--- src/sv/rhed_pkg.sv ---
package rhed_pkg;

	localparam int COUNT_BITS = 32;
	localparam int LEN_BITS   = 32;
	localparam int CP_BITS    = 31;
	localparam int KW_LEN     = 8;
	localparam int KW_BITS    = $clog2(KW_LEN);

	localparam logic [7:0] MIN_LENGTH_RESET = 8'd7;
	localparam logic [CP_BITS-1:0] CP_MAX = {CP_BITS{1'b1}};

	localparam logic [7:0] CH_BACKSLASH = 8'h5C;
	localparam logic [7:0] CH_BRACE     = 8'h7B;
	localparam logic [7:0] CH_R         = 8'h72;
	localparam logic [7:0] CH_T         = 8'h74;
	localparam logic [7:0] CH_F         = 8'h66;
	localparam logic [7:0] CH_SPACE     = 8'h20;

	// byte order mark codes
	typedef enum logic [2:0] {
		BOM_NONE    = 3'd0,
		BOM_UTF8    = 3'd1,
		BOM_UTF16LE = 3'd2,
		BOM_UTF16BE = 3'd3,
		BOM_UTF32LE = 3'd4,
		BOM_UTF32BE = 3'd5
	} bom_kind_t;

	typedef enum logic [2:0] {
		HP_SEEK_BRACE = 3'd0,
		HP_SKIP_SPACE = 3'd1,
		HP_WANT_R     = 3'd2,
		HP_WANT_T     = 3'd3,
		HP_WANT_F     = 3'd4,
		HP_WANT_DIGIT = 3'd5,
		HP_VALID      = 3'd6,
		HP_FAILED     = 3'd7
	} header_phase_t;

	typedef enum logic [1:0] {
		NP_SEARCH      = 2'd0,
		NP_FIRST_DIGIT = 2'd1,
		NP_DIGITS      = 2'd2,
		NP_DONE        = 2'd3
	} number_phase_t;

	typedef struct packed {
		logic [CP_BITS-1:0]  code_page;
		logic                code_page_found;
		logic                header_valid;
		bom_kind_t           bom_kind;
		logic                too_short;
		logic [LEN_BITS-1:0] file_length;
	} report_t;

	// "\ansicpg"
	function automatic logic [7:0] kw_char(input logic [KW_BITS-1:0] pos);
		logic [7:0] c;
		case (pos)
			3'd0:    c = CH_BACKSLASH;
			3'd1:    c = 8'h61;
			3'd2:    c = 8'h6E;
			3'd3:    c = 8'h73;
			3'd4:    c = 8'h69;
			3'd5:    c = 8'h63;
			3'd6:    c = 8'h70;
			3'd7:    c = 8'h67;
			default: c = 8'h00;
		endcase
		return c;
	endfunction

	function automatic logic is_digit(input logic [7:0] b);
		return (b >= 8'h30) && (b <= 8'h39);
	endfunction

	function automatic logic is_space(input logic [7:0] b);
		return (b == CH_SPACE) || ((b >= 8'h09) && (b <= 8'h0D));
	endfunction

endpackage

--- src/sv/rhed_scan.sv ---
module rhed_scan
	import rhed_pkg::*;
(
	input  logic           clk,
	input  logic           arst_n,
	input  logic           step,
	input  logic [7:0]     data_byte,
	input  logic           has_byte,
	input  logic           last,
	input  logic [7:0]     min_length,
	output report_t        report
);

	logic [COUNT_BITS-1:0] count_q, count_d;
	logic [31:0]           lead_q, lead_d;
	header_phase_t         hp_q, hp_d;
	logic [KW_BITS-1:0]    kw_pos_q, kw_pos_d;
	number_phase_t         np_q, np_d;
	logic [CP_BITS-1:0]    num_q, num_d;
	logic                  ovf_q, ovf_d;

	logic [CP_BITS+3:0]    num_ext;
	logic [3:0]            digit;
	logic [63:0]           count_ext;
	logic [2:0]            lead_n;
	logic [7:0]            b0, b1, b2, b3;
	logic                  found;

	assign digit   = data_byte[3:0] - 4'd0;
	assign num_ext = {1'b0, num_q, 3'b000} + {3'b000, num_q, 1'b0} + (CP_BITS+4)'(digit);

	// next state
	always_comb begin
		count_d  = count_q;
		lead_d   = lead_q;
		hp_d     = hp_q;
		kw_pos_d = kw_pos_q;
		np_d     = np_q;
		num_d    = num_q;
		ovf_d    = ovf_q;
		if (has_byte) begin
			if (count_q < COUNT_BITS'(4)) begin
				lead_d = lead_q | (32'(data_byte) << {count_q[1:0], 3'b000});
			end
			if (count_q != {COUNT_BITS{1'b1}}) begin
				count_d = count_q + COUNT_BITS'(1);
			end

			case (hp_q)
				HP_SEEK_BRACE: begin
					if (data_byte == CH_BRACE) hp_d = HP_SKIP_SPACE;
				end
				HP_SKIP_SPACE: begin
					if (data_byte == CH_BACKSLASH) hp_d = HP_WANT_R;
					else if (!is_space(data_byte)) hp_d = HP_FAILED;
				end
				HP_WANT_R:     hp_d = (data_byte == CH_R) ? HP_WANT_T : HP_FAILED;
				HP_WANT_T:     hp_d = (data_byte == CH_T) ? HP_WANT_F : HP_FAILED;
				HP_WANT_F:     hp_d = (data_byte == CH_F) ? HP_WANT_DIGIT : HP_FAILED;
				HP_WANT_DIGIT: hp_d = is_digit(data_byte) ? HP_VALID : HP_FAILED;
				default:       hp_d = hp_q;
			endcase

			case (np_q)
				NP_SEARCH: begin
					if (data_byte == kw_char(kw_pos_q)) begin
						if (kw_pos_q == KW_BITS'(KW_LEN - 1)) begin
							np_d     = NP_FIRST_DIGIT;
							kw_pos_d = '0;
						end else begin
							kw_pos_d = kw_pos_q + KW_BITS'(1);
						end
					end else begin
						kw_pos_d = (data_byte == CH_BACKSLASH) ? KW_BITS'(1) : '0;
					end
				end
				NP_FIRST_DIGIT, NP_DIGITS: begin
					if (is_digit(data_byte)) begin
						if (num_ext > (CP_BITS+4)'(CP_MAX)) begin
							num_d = CP_MAX;
							ovf_d = 1'b1;
						end else begin
							num_d = num_ext[CP_BITS-1:0];
						end
						np_d = NP_DIGITS;
					end else begin
						if (np_q == NP_FIRST_DIGIT) ovf_d = 1'b1;
						np_d = NP_DONE;
					end
				end
				default: np_d = np_q;
			endcase
		end
	end

	// report from the state after this byte
	always_comb begin
		count_ext = 64'(count_d);
		lead_n    = (count_ext < 64'd4) ? count_ext[2:0] : 3'd4;
		b0        = lead_d[7:0];
		b1        = lead_d[15:8];
		b2        = lead_d[23:16];
		b3        = lead_d[31:24];
		found     = ((np_d == NP_DIGITS) || (np_d == NP_DONE)) && !ovf_d;

		report.file_length = (count_ext > 64'hFFFF_FFFF) ? {LEN_BITS{1'b1}}
			: count_ext[LEN_BITS-1:0];
		report.too_short = count_ext < 64'(min_length);

		if (lead_n >= 3'd4 && b0 == 8'hFF && b1 == 8'hFE && b2 == 8'h00 && b3 == 8'h00)
			report.bom_kind = BOM_UTF32LE;
		else if (lead_n >= 3'd4 && b0 == 8'h00 && b1 == 8'h00 && b2 == 8'hFE
			&& b3 == 8'hFF)
			report.bom_kind = BOM_UTF32BE;
		else if (lead_n >= 3'd3 && b0 == 8'hEF && b1 == 8'hBB && b2 == 8'hBF)
			report.bom_kind = BOM_UTF8;
		else if (lead_n >= 3'd2 && b0 == 8'hFF && b1 == 8'hFE)
			report.bom_kind = BOM_UTF16LE;
		else if (lead_n >= 3'd2 && b0 == 8'hFE && b1 == 8'hFF)
			report.bom_kind = BOM_UTF16BE;
		else
			report.bom_kind = BOM_NONE;

		report.header_valid    = (hp_d == HP_VALID);
		report.code_page_found = found;
		report.code_page       = found ? num_d : '0;
	end

	// state clears after the last byte of a file
	always_ff @(posedge clk or negedge arst_n) begin
		if (!arst_n) begin
			count_q  <= '0;
			lead_q   <= '0;
			hp_q     <= HP_SEEK_BRACE;
			kw_pos_q <= '0;
			np_q     <= NP_SEARCH;
			num_q    <= '0;
			ovf_q    <= 1'b0;
		end else if (step) begin
			if (last) begin
				count_q  <= '0;
				lead_q   <= '0;
				hp_q     <= HP_SEEK_BRACE;
				kw_pos_q <= '0;
				np_q     <= NP_SEARCH;
				num_q    <= '0;
				ovf_q    <= 1'b0;
			end else begin
				count_q  <= count_d;
				lead_q   <= lead_d;
				hp_q     <= hp_d;
				kw_pos_q <= kw_pos_d;
				np_q     <= np_d;
				num_q    <= num_d;
				ovf_q    <= ovf_d;
			end
		end
	end

endmodule

--- src/sv/rtf_header_encoding_detect.sv ---
// rtf header and encoding detector: takes a file one byte per transfer on the
// slave stream (tuser marks whether the transfer carries a byte, tlast ends
// the file) and gives one report transfer on the master stream per file. the
// report holds the saturating byte count, a too-short flag against
// min_length, the byte order mark found in the leading bytes, whether the
// first '{' opens a valid "\rtf<digit>" header, and the value after the first
// "\ansicpg". one byte is taken every clock cycle except during a stall; the
// report passes from the input register through the single state update
// into the report register before it is offered on the master side. a byte
// stalls only when a finished report is still waiting on the master side and
// the next file end has reached the input register.
// min_length may only be written while no file is in flight.
module rtf_header_encoding_detect
	import rhed_pkg::*;
(
	input  logic        clk,
	input  logic        arst_n,
	// configuration
	input  logic        cfg_we,
	input  logic [7:0]  cfg_wdata,     // min_length
	// byte stream in
	input  logic        s_tvalid,
	output logic        s_tready,
	input  logic [7:0]  s_tdata,       // data_byte
	input  logic [0:0]  s_tuser,       // has_byte
	input  logic        s_tlast,       // last
	// report stream out
	output logic        m_tvalid,
	input  logic        m_tready,
	output logic [71:0] m_tdata        // file_length[31:0], too_short[32],
	                                   // bom_kind[35:33], header_valid[36],
	                                   // code_page_found[37], code_page[68:38],
	                                   // zero fill[71:69]
);

	logic       min_len_q;
	logic [7:0] min_length_q;

	// input register stage
	logic       valid_s1;
	logic [7:0] byte_s1;
	logic       has_s1;
	logic       last_s1;

	logic       advance;
	report_t    report;
	report_t    report_q;
	logic       out_valid_q;

	assign min_len_q = cfg_we;

	always_ff @(posedge clk or negedge arst_n) begin
		if (!arst_n) begin
			min_length_q <= MIN_LENGTH_RESET;
		end else if (min_len_q) begin
			min_length_q <= cfg_wdata;
		end
	end

	// an item leaves the input register unless it ends a file and the
	// previous report is still waiting
	assign advance  = valid_s1 && (!last_s1 || !out_valid_q || m_tready);
	assign s_tready = !valid_s1 || advance;

	always_ff @(posedge clk or negedge arst_n) begin
		if (!arst_n) begin
			valid_s1 <= 1'b0;
		end else if (s_tready) begin
			valid_s1 <= s_tvalid;
		end
	end

	always_ff @(posedge clk) begin
		if (s_tready && s_tvalid) begin
			byte_s1 <= s_tdata;
			has_s1  <= s_tuser[0];
			last_s1 <= s_tlast;
		end
	end

	rhed_scan u_scan (
		.clk        (clk),
		.arst_n     (arst_n),
		.step       (advance),
		.data_byte  (byte_s1),
		.has_byte   (has_s1),
		.last       (last_s1),
		.min_length (min_length_q),
		.report     (report)
	);

	// report register
	always_ff @(posedge clk or negedge arst_n) begin
		if (!arst_n) begin
			out_valid_q <= 1'b0;
		end else if (advance && last_s1) begin
			out_valid_q <= 1'b1;
		end else if (m_tready) begin
			out_valid_q <= 1'b0;
		end
	end

	always_ff @(posedge clk) begin
		if (advance && last_s1) begin
			report_q <= report;
		end
	end

	assign m_tvalid = out_valid_q;
	assign m_tdata  = {3'b000, report_q};

endmodule
--- config.mk ---
export PLATFORM = sky130hd
export DESIGN_NAME = rtf_header_encoding_detect
export DESIGN_NICKNAME = d
export VERILOG_FILES = /design/src/sv/rhed_pkg.sv /design/src/sv/rhed_scan.sv /design/src/sv/rtf_header_encoding_detect.sv
export SDC_FILE = /design/constraint.sdc
export NUM_CORES = 1
export LEC_CHECK = 0
export ABC_AREA = 1
export BUFFER_PORTS_ARGS = -buffer_cell sky130_fd_sc_hd__buf_4
export CORE_MARGIN = 3
export CORE_UTILIZATION = 55
export CTS_CLUSTER_DIAMETER = 120
export CTS_CLUSTER_SIZE = 28
export DETAILED_ROUTE_END_ITERATION = 10
export GPL_TIMING_DRIVEN = 1
export PLACE_DENSITY = 0.7
export SYNTH_ARGS = -nofsm -noshare
export SYNTH_HDL_FRONTEND = slang
export SYNTH_HIERARCHICAL = 1
export SYNTH_SLANG_ARGS = --single-unit
--- constraint.sdc ---
create_clock -name clk -period 3.9 [get_ports clk]
set_input_delay 0.195 -clock clk [delete_from_list [all_inputs] [get_ports clk]]
set_output_delay 0.195 -clock clk [all_outputs]
set_load 0.01 [all_outputs]
; ---- Yosys cells after proc, flatten, opt, wreduce, memory -nomap -nowiden
; Memories as Yosys holds them, arrays and structs flattened.
; Index checks and enable logic that the tools add are counted.
[word_totals]
out_inout_bits = 74
regBits = 193
elab_cells = 158
inputBits = 23
n_memories = 1
mem_bits_ro = 48
[mem_list]
columns = memory, depth, width, read_ports, rd_clocked_by_memory_dff, wr, line
row1 = (name not given), 8, 6, 1, 0, 0, rhed_pkg.sv:59  ; case (pos)
[classes]
muxes = 48
n_addsub = 4
shift = 1
magnitude_cmp = 11
eq_ne = 28
bitwise = 1
reduce_logical = 43
[ops]
columns = op, n
row1 = two-way mux 32 bit, 6
row2 = two-way mux 31 bit, 5
row3 = "equality test 8 bit, second input constant", 9
row4 = "< comparator 32 x 3 -> 1 bit, second input constant", 2
row5 = two-way mux 3 bit, 14
row6 = "equality test 8 x 7 -> 1 bit, second input constant", 5
row7 = adder 34 x 32 -> 35 bit, 1
row8 = adder 35 x 4 -> 35 bit, 1
row9 = "greater-than comparator 35 x 31 -> 1 bit, second input constant", 1
row10 = "adder 32 x 1 -> 32 bit, second input constant", 1
row11 = logical NOT 8 bit, 4
row12 = < comparator 32 x 8 -> 1 bit, 1
row13 = "inequality test 32 bit, second input constant", 1
row14 = OR 32 bit, 1
row15 = << shifter 8 x 5 -> 32 bit, 1
row16 = logical AND 1 bit, 21
row17 = one-hot mux 3 bit (6 select lines), 1
row18 = two-way mux 8 bit, 2
row19 = two-way mux 2 bit, 7
row20 = "equality test 3 bit, second input constant", 4
row21 = two-way mux 1 bit, 12
row22 = "equality test 8 x 6 -> 1 bit, second input constant", 1
row23 = equality test 8 bit, 1
row24 = ">= comparator 8 x 4 -> 1 bit, second input constant", 1
row25 = other kinds (19), 33

; ---- Logic depth before layout (Yosys ltp)
[logic_depth]
ltp_word = 12
mapped_depth = 22
ltp_nobuf = 21

; ---- Cells and area by module
; Netlist, hierarchy kept.
[modules_own_cells]
columns = module, seq_area_each_um2, cells_per_inst, instances, area_per_inst_um2
row1 = rhed_scan, 2602.5, 1610, 1, 10324.9
row2 = rtf_header_encoding_detect, 2626.3, 130, 1, 2815.2

; ---- Worst setup path before layout
; Ideal clock, no wire load.
[synth_timing]
path_kind = reg2reg
from = register byte_s1[3]
to = register report_q, in the netlist m_tdata[66], data pin
period_less_slack_ns = 3.183
arrival_time_ns = 2.932
setup_slack_ns = 0.717
t_required_ns = 3.649
setup_time_ns = 0.251
n_path_buf = 1
path_stages_with_launch = 21
cell_sequence = edfxtp_1 inv_1 fa_1 fa_1 inv_1 nand3_1 nand3_2 nand2_1 nand2_1 nand2_1 a21oi_2 nand2_1 nand3_1 nand2_1 nor2_4 nand2_1 inv_2 buf_4 nand3_1 nand2_1 nor2_1
[synth_between]
elab_chain_len = 8
word_cells_on_any_way = 23
classes_between = 1 x add/sub / 3 x order compare / 3 x eq/ne / 12 x mux / 4 x reduce/logical
[synth_lines]
columns = item, line
row1 = from (decl), rtf_header_encoding_detect.sv:41  ; logic [7:0] byte_s1;
row2 = from (signal assigned), rtf_header_encoding_detect.sv:75  ; byte_s1 <= s_tdata;
row3 = adder 35 x 4 -> 35 bit (tied with other cells), rhed_scan.sv:30  ; assign num_ext = {1'b0, num_q, 3'b000} + {3'b000, num_q, 1'b0} + (CP_BITS+4)'(digit);
row4 = greater-than comparator 35 x 31 -> 1 bit / logical AND 1 bit (equally long branches), "rhed_scan.sv:79, rhed_pkg.sv:74"
row5 = "two-way mux 1 bit, on equally long branches", "rhed_scan.sv:79, rhed_scan.sv:78"
row6 = two-way mux 1 bit / one-hot mux 2 bit (2 select lines) (equally long branches), "rhed_scan.sv:78, rhed_scan.sv:64"
row7 = two-way mux 1 bit / two-way mux 2 bit (equally long branches), "rhed_scan.sv:64, rhed_scan.sv:41"
row8 = two-way mux 1 bit / equality test 2 bit (equally long branches), "rhed_scan.sv:41, rhed_scan.sv:104"
row9 = logical NOT 1 bit / logical OR 1 bit (equally long branches), rhed_scan.sv:104  ; found = ((np_d == NP_DIGITS) || (np_d == NP_DONE)) && !ovf_d;
row10 = logical AND 1 bit, rhed_scan.sv:104
row11 = to (signal assigned), rtf_header_encoding_detect.sv:105  ; report_q <= report;
row12 = to (decl), rtf_header_encoding_detect.sv:47  ; report_t report_q;
; Parallel ways exist; a longest one is shown, timed or not.
; A chain may end at the register's enable or synchronous reset.

; ---- Worst setup path after layout
[layout_timing]
from = register byte_s1[3]
to = register report_q, in the netlist m_tdata[59], data pin
; The elaborated chain is that of the path after synthesis.

==> impl_metrics.yaml <==
drt:
  ant_nets: 0
  drc: 0
  vias: 11900
  dr.pass1.iters: 5
  drt-vias-per-instance: 5.53
  drtIter0Drc: 1108
  finalWirelength_mm: 35.7
  wl_per_cell_um: 16.5
placement:
  post-dp-hpwl_mm: 25.8
  place_congestion: 0.932
  portBuffers: 93
  place_ws_ns: 0.229
synth:
  yosysWarnings: 6
  synthCells: 1740
  yosysTopAreaCellShare_pct: 21.1
  synth-edff-count: 79
  yosys_register_bits: 193
  syn_area_per_cell_um2: 7.55
  synth_largest_area_cell: "dfrtp_1"
  synth_commonest_cells: "nand2_1 (466), nor2_1 (193), inv_1 (173)"
  synthMostInstantiatedCell: "nand2_1"
  synthDistinctLibCells: 52
  seq_area_frac_synth_pct: 39.8
  synthArstFlopShare_pct: 59.1
  ys.flop_type: "dfrtp_1"
  syn_area_um2: 13100
  ys_top_cells_by_area: "dfrtp_1 (21%), edfxtp_1 (18%), nand2_1 (13%)"
floorplanning:
  ios: 97
  initial_core_util_pct: 57.0
  die_h_um: 161
  die_w_um: 161
  dieArea_um2: 25800
  core_um2: 23100
  rows: 55
worst_hold_path:
  hp-class: "input pin to flop"
  min_from: "cfg_we"
pwr:
  p_leak_nw: 6.86
  power_mw: 4.80
  peakVddDrop_mv: 0.213
  p_per_area_nw_per_um2: 323
critical_path:
  cp_max_fo: 15
  worstSetupStartpointType: "flop"
  crit_chain: "inv_2, fa_1, fa_1, inv_1, nand3_1, nand3_2, nand2_1, nand2_1, nand2_1, a21oi_2, nand2_1, nand3_1, nand2_1, nor2_4, nand2_1, clkinv_2, nand3_1, nand2_1, nor2_1"
  worst_path_most_repeated_cell: "nand2_1"
  crit_path_end_kind: "flop"
  arrival_ns: 3.74
  crit_path_top_delay_cell: "fa_1"
  critical_path_class: "flop to flop"
  critPathLaunch: "byte_s1[3]"
  cp_num_buf_inv: 3
  max_stage_delay_ns: 0.54
  worstPathRequired_ns: 4.09
  crit_family: "simple AND/OR/NAND/NOR gates"
  worstReg2RegStart: "byte_s1[3]"
clock_network:
  cts_buffer_depth: 2
  numCtsBuffers: 17
  cts_root_buffer: "clkbuf_16"
  cts_tree: "yes"
  insertion_delay_ns: 0.44
  cts.sinks: 193
  clk_pin_slew_ns: 0.08
  htreeDepth: 4
sta:
  post-route-period-util_pct: 91.2
  rsz0062_at_grt: "false"
  setup_violations: 0
  hold_viol: 0
  worst_slew_pin_slew_ns: 0.830
  finClkSkew_ns: 0.0151
  period_needed_ns: 3.56
  finalSetupTns_ns: 0
  relSlewSlack_pct: 44.6
  worst_slack_ns: 0.345
  max_clock_freq_mhz: 281
  slew_violations: 0
final_layout:
  syn2layout_area_growth_pct: 13.1
  fillers: 2079
  finalNetCount: 1937
  antennaDiodeCount: 0
  drive_above_1_share_pct: 15.0
  regArea_um2: 5230
  multi_input_area_um2: 6890
grt:
  grt_pass1_wl_mm: 57.7
  grtUsageTotal_pct: 27.5
  grt_start_max_net_pins: 65
  grt_pass1_vias: 11300
  grt_overflow: 0
  antenna_found_initial: 0
outcome:
  status: "finished clean"
run:
  maxCapViolCount: 0
[layer usage]
metal | track usage [%] | part of all wire, %
met1 | 40.3 | 48
met2 | 43.9 | 45
met3 | 3.64 | 5.6
met4 | 5.76 | 1.4
met5 | 0 | 0
[final timing paths]
path	end	cells after the start	slack, ns
setup / recovery	m_tdata[59]	19	0.34
hold / removal	min_length_q[0]	2	0.03
setup reg to reg	m_tdata[59]	19	0.34
hold reg to reg	min_length_q[2]	2	0.48
max in group asynchronous	min_length_q[2]	3	2.67
min in group asynchronous	u_scan/num_q[28]	2	0.37
[stage by stage]
| stage | std cells | hold slack [ns] | cell area (um^2) | util, % |
|---|---|---|---|---|
| 5_1_grt | 2161 | 0.0336 | 14900 | 64.4 |
| 3_5_place_dp | 2109 | 0.327 | 14100 | 61.1 |
| 6_report | 2161 | 0.0290 | 14900 | 64.4 |
| 4_1_cts | 2161 | 0.0141 | 14900 | 64.4 |
| 2_1_floorplan | 1742 | -0.101 | 13100 | - |
| 3_3_place_gp | 2109 | 0.323 | 14100 | 61.1 |
[what timing repair did]
action | in CTS | in global routing
gates resized for setup | 0 | 3
setup buffers | 0 | 0
hold endpoints to repair | 75 | 0
endpoints found under the setup margin | 0 | 17
hold buffers | 20 | 0
[layout by cell type (no fill, tap or decap), types with 24 or more instances in the layout]
master    Yosys  layout
a21oi_1      93      93
buf_4        10     106
dfrtp_1     111     111
edfxtp_1     79      79
ha_1         77      77
inv_1       173     171
nand2_1     466     466
nand3_1     134     134
nand4_1      24      24
nor2_1      193     191
o21ai_0      71      71
o22ai_1      29      29
or2_2        28      28
[cell families (layout without fill, tap and decap cells)]
kind of cell | Yosys count | count (layout) | share of synthesized area [%]
other cells | 1 | 3 | 0.0285
xor+xnor | 34 | 34 | 2.27
buf+inv | 249 | 355 | 7.97
flops | 193 | 193 | 39.8
compound gates | 250 | 250 | 10.9
fa+ha+maj | 79 | 79 | 7.64
simple gates | 934 | 934 | 31.4
[registers in the layout (all words and copies together) (netlist names)]
register and flops:
u_scan/count_q 32, min_length_q 8, has_s1 1, m_tvalid 1
u_scan/kw_pos_q 3, u_scan/hp_q 3, byte_s1 8, u_scan/num_q 31
u_scan/lead_q 32, valid_s1 1, u_scan/ovf_q 1, m_tdata 69
last_s1 1, u_scan/np_q 2
[area by class of cell]
class | count | share of cell area, %
Inverter | 195 | 4.94
Multi-Input combinational cell | 1300 | 46.4
Sequential cell | 193 | 35.2
Clock buffer | 20 | 3.14
Timing Repair Buffer | 128 | 6.97
Tap cell | 313 | 2.64
Clock inverter | 12 | 0.733
[where the power goes]
group	switching (mW)	internal (mW)
Sequential	0.0769	2.22
Clock	0.841	0.896
Combinational	0.513	0.254
Total	1.43	3.37
[worst reg2reg max path: stages, from the launching register on]
cell,delay (ns)
edfxtp_1,0.48
inv_2,0.13
fa_1,0.54
fa_1,0.47
inv_1,0.08
nand3_1,0.08
nand3_2,0.10
nand2_1,0.06
nand2_1,0.10
nand2_1,0.09
a21oi_2,0.16
nand2_1,0.09
nand3_1,0.09
nand2_1,0.08
nor2_4,0.13
nand2_1,0.11
clkinv_2,0.22
nand3_1,0.17
nand2_1,0.10
nor2_1,0.04
Note: power is estimated with default switching activity, not from simulation.
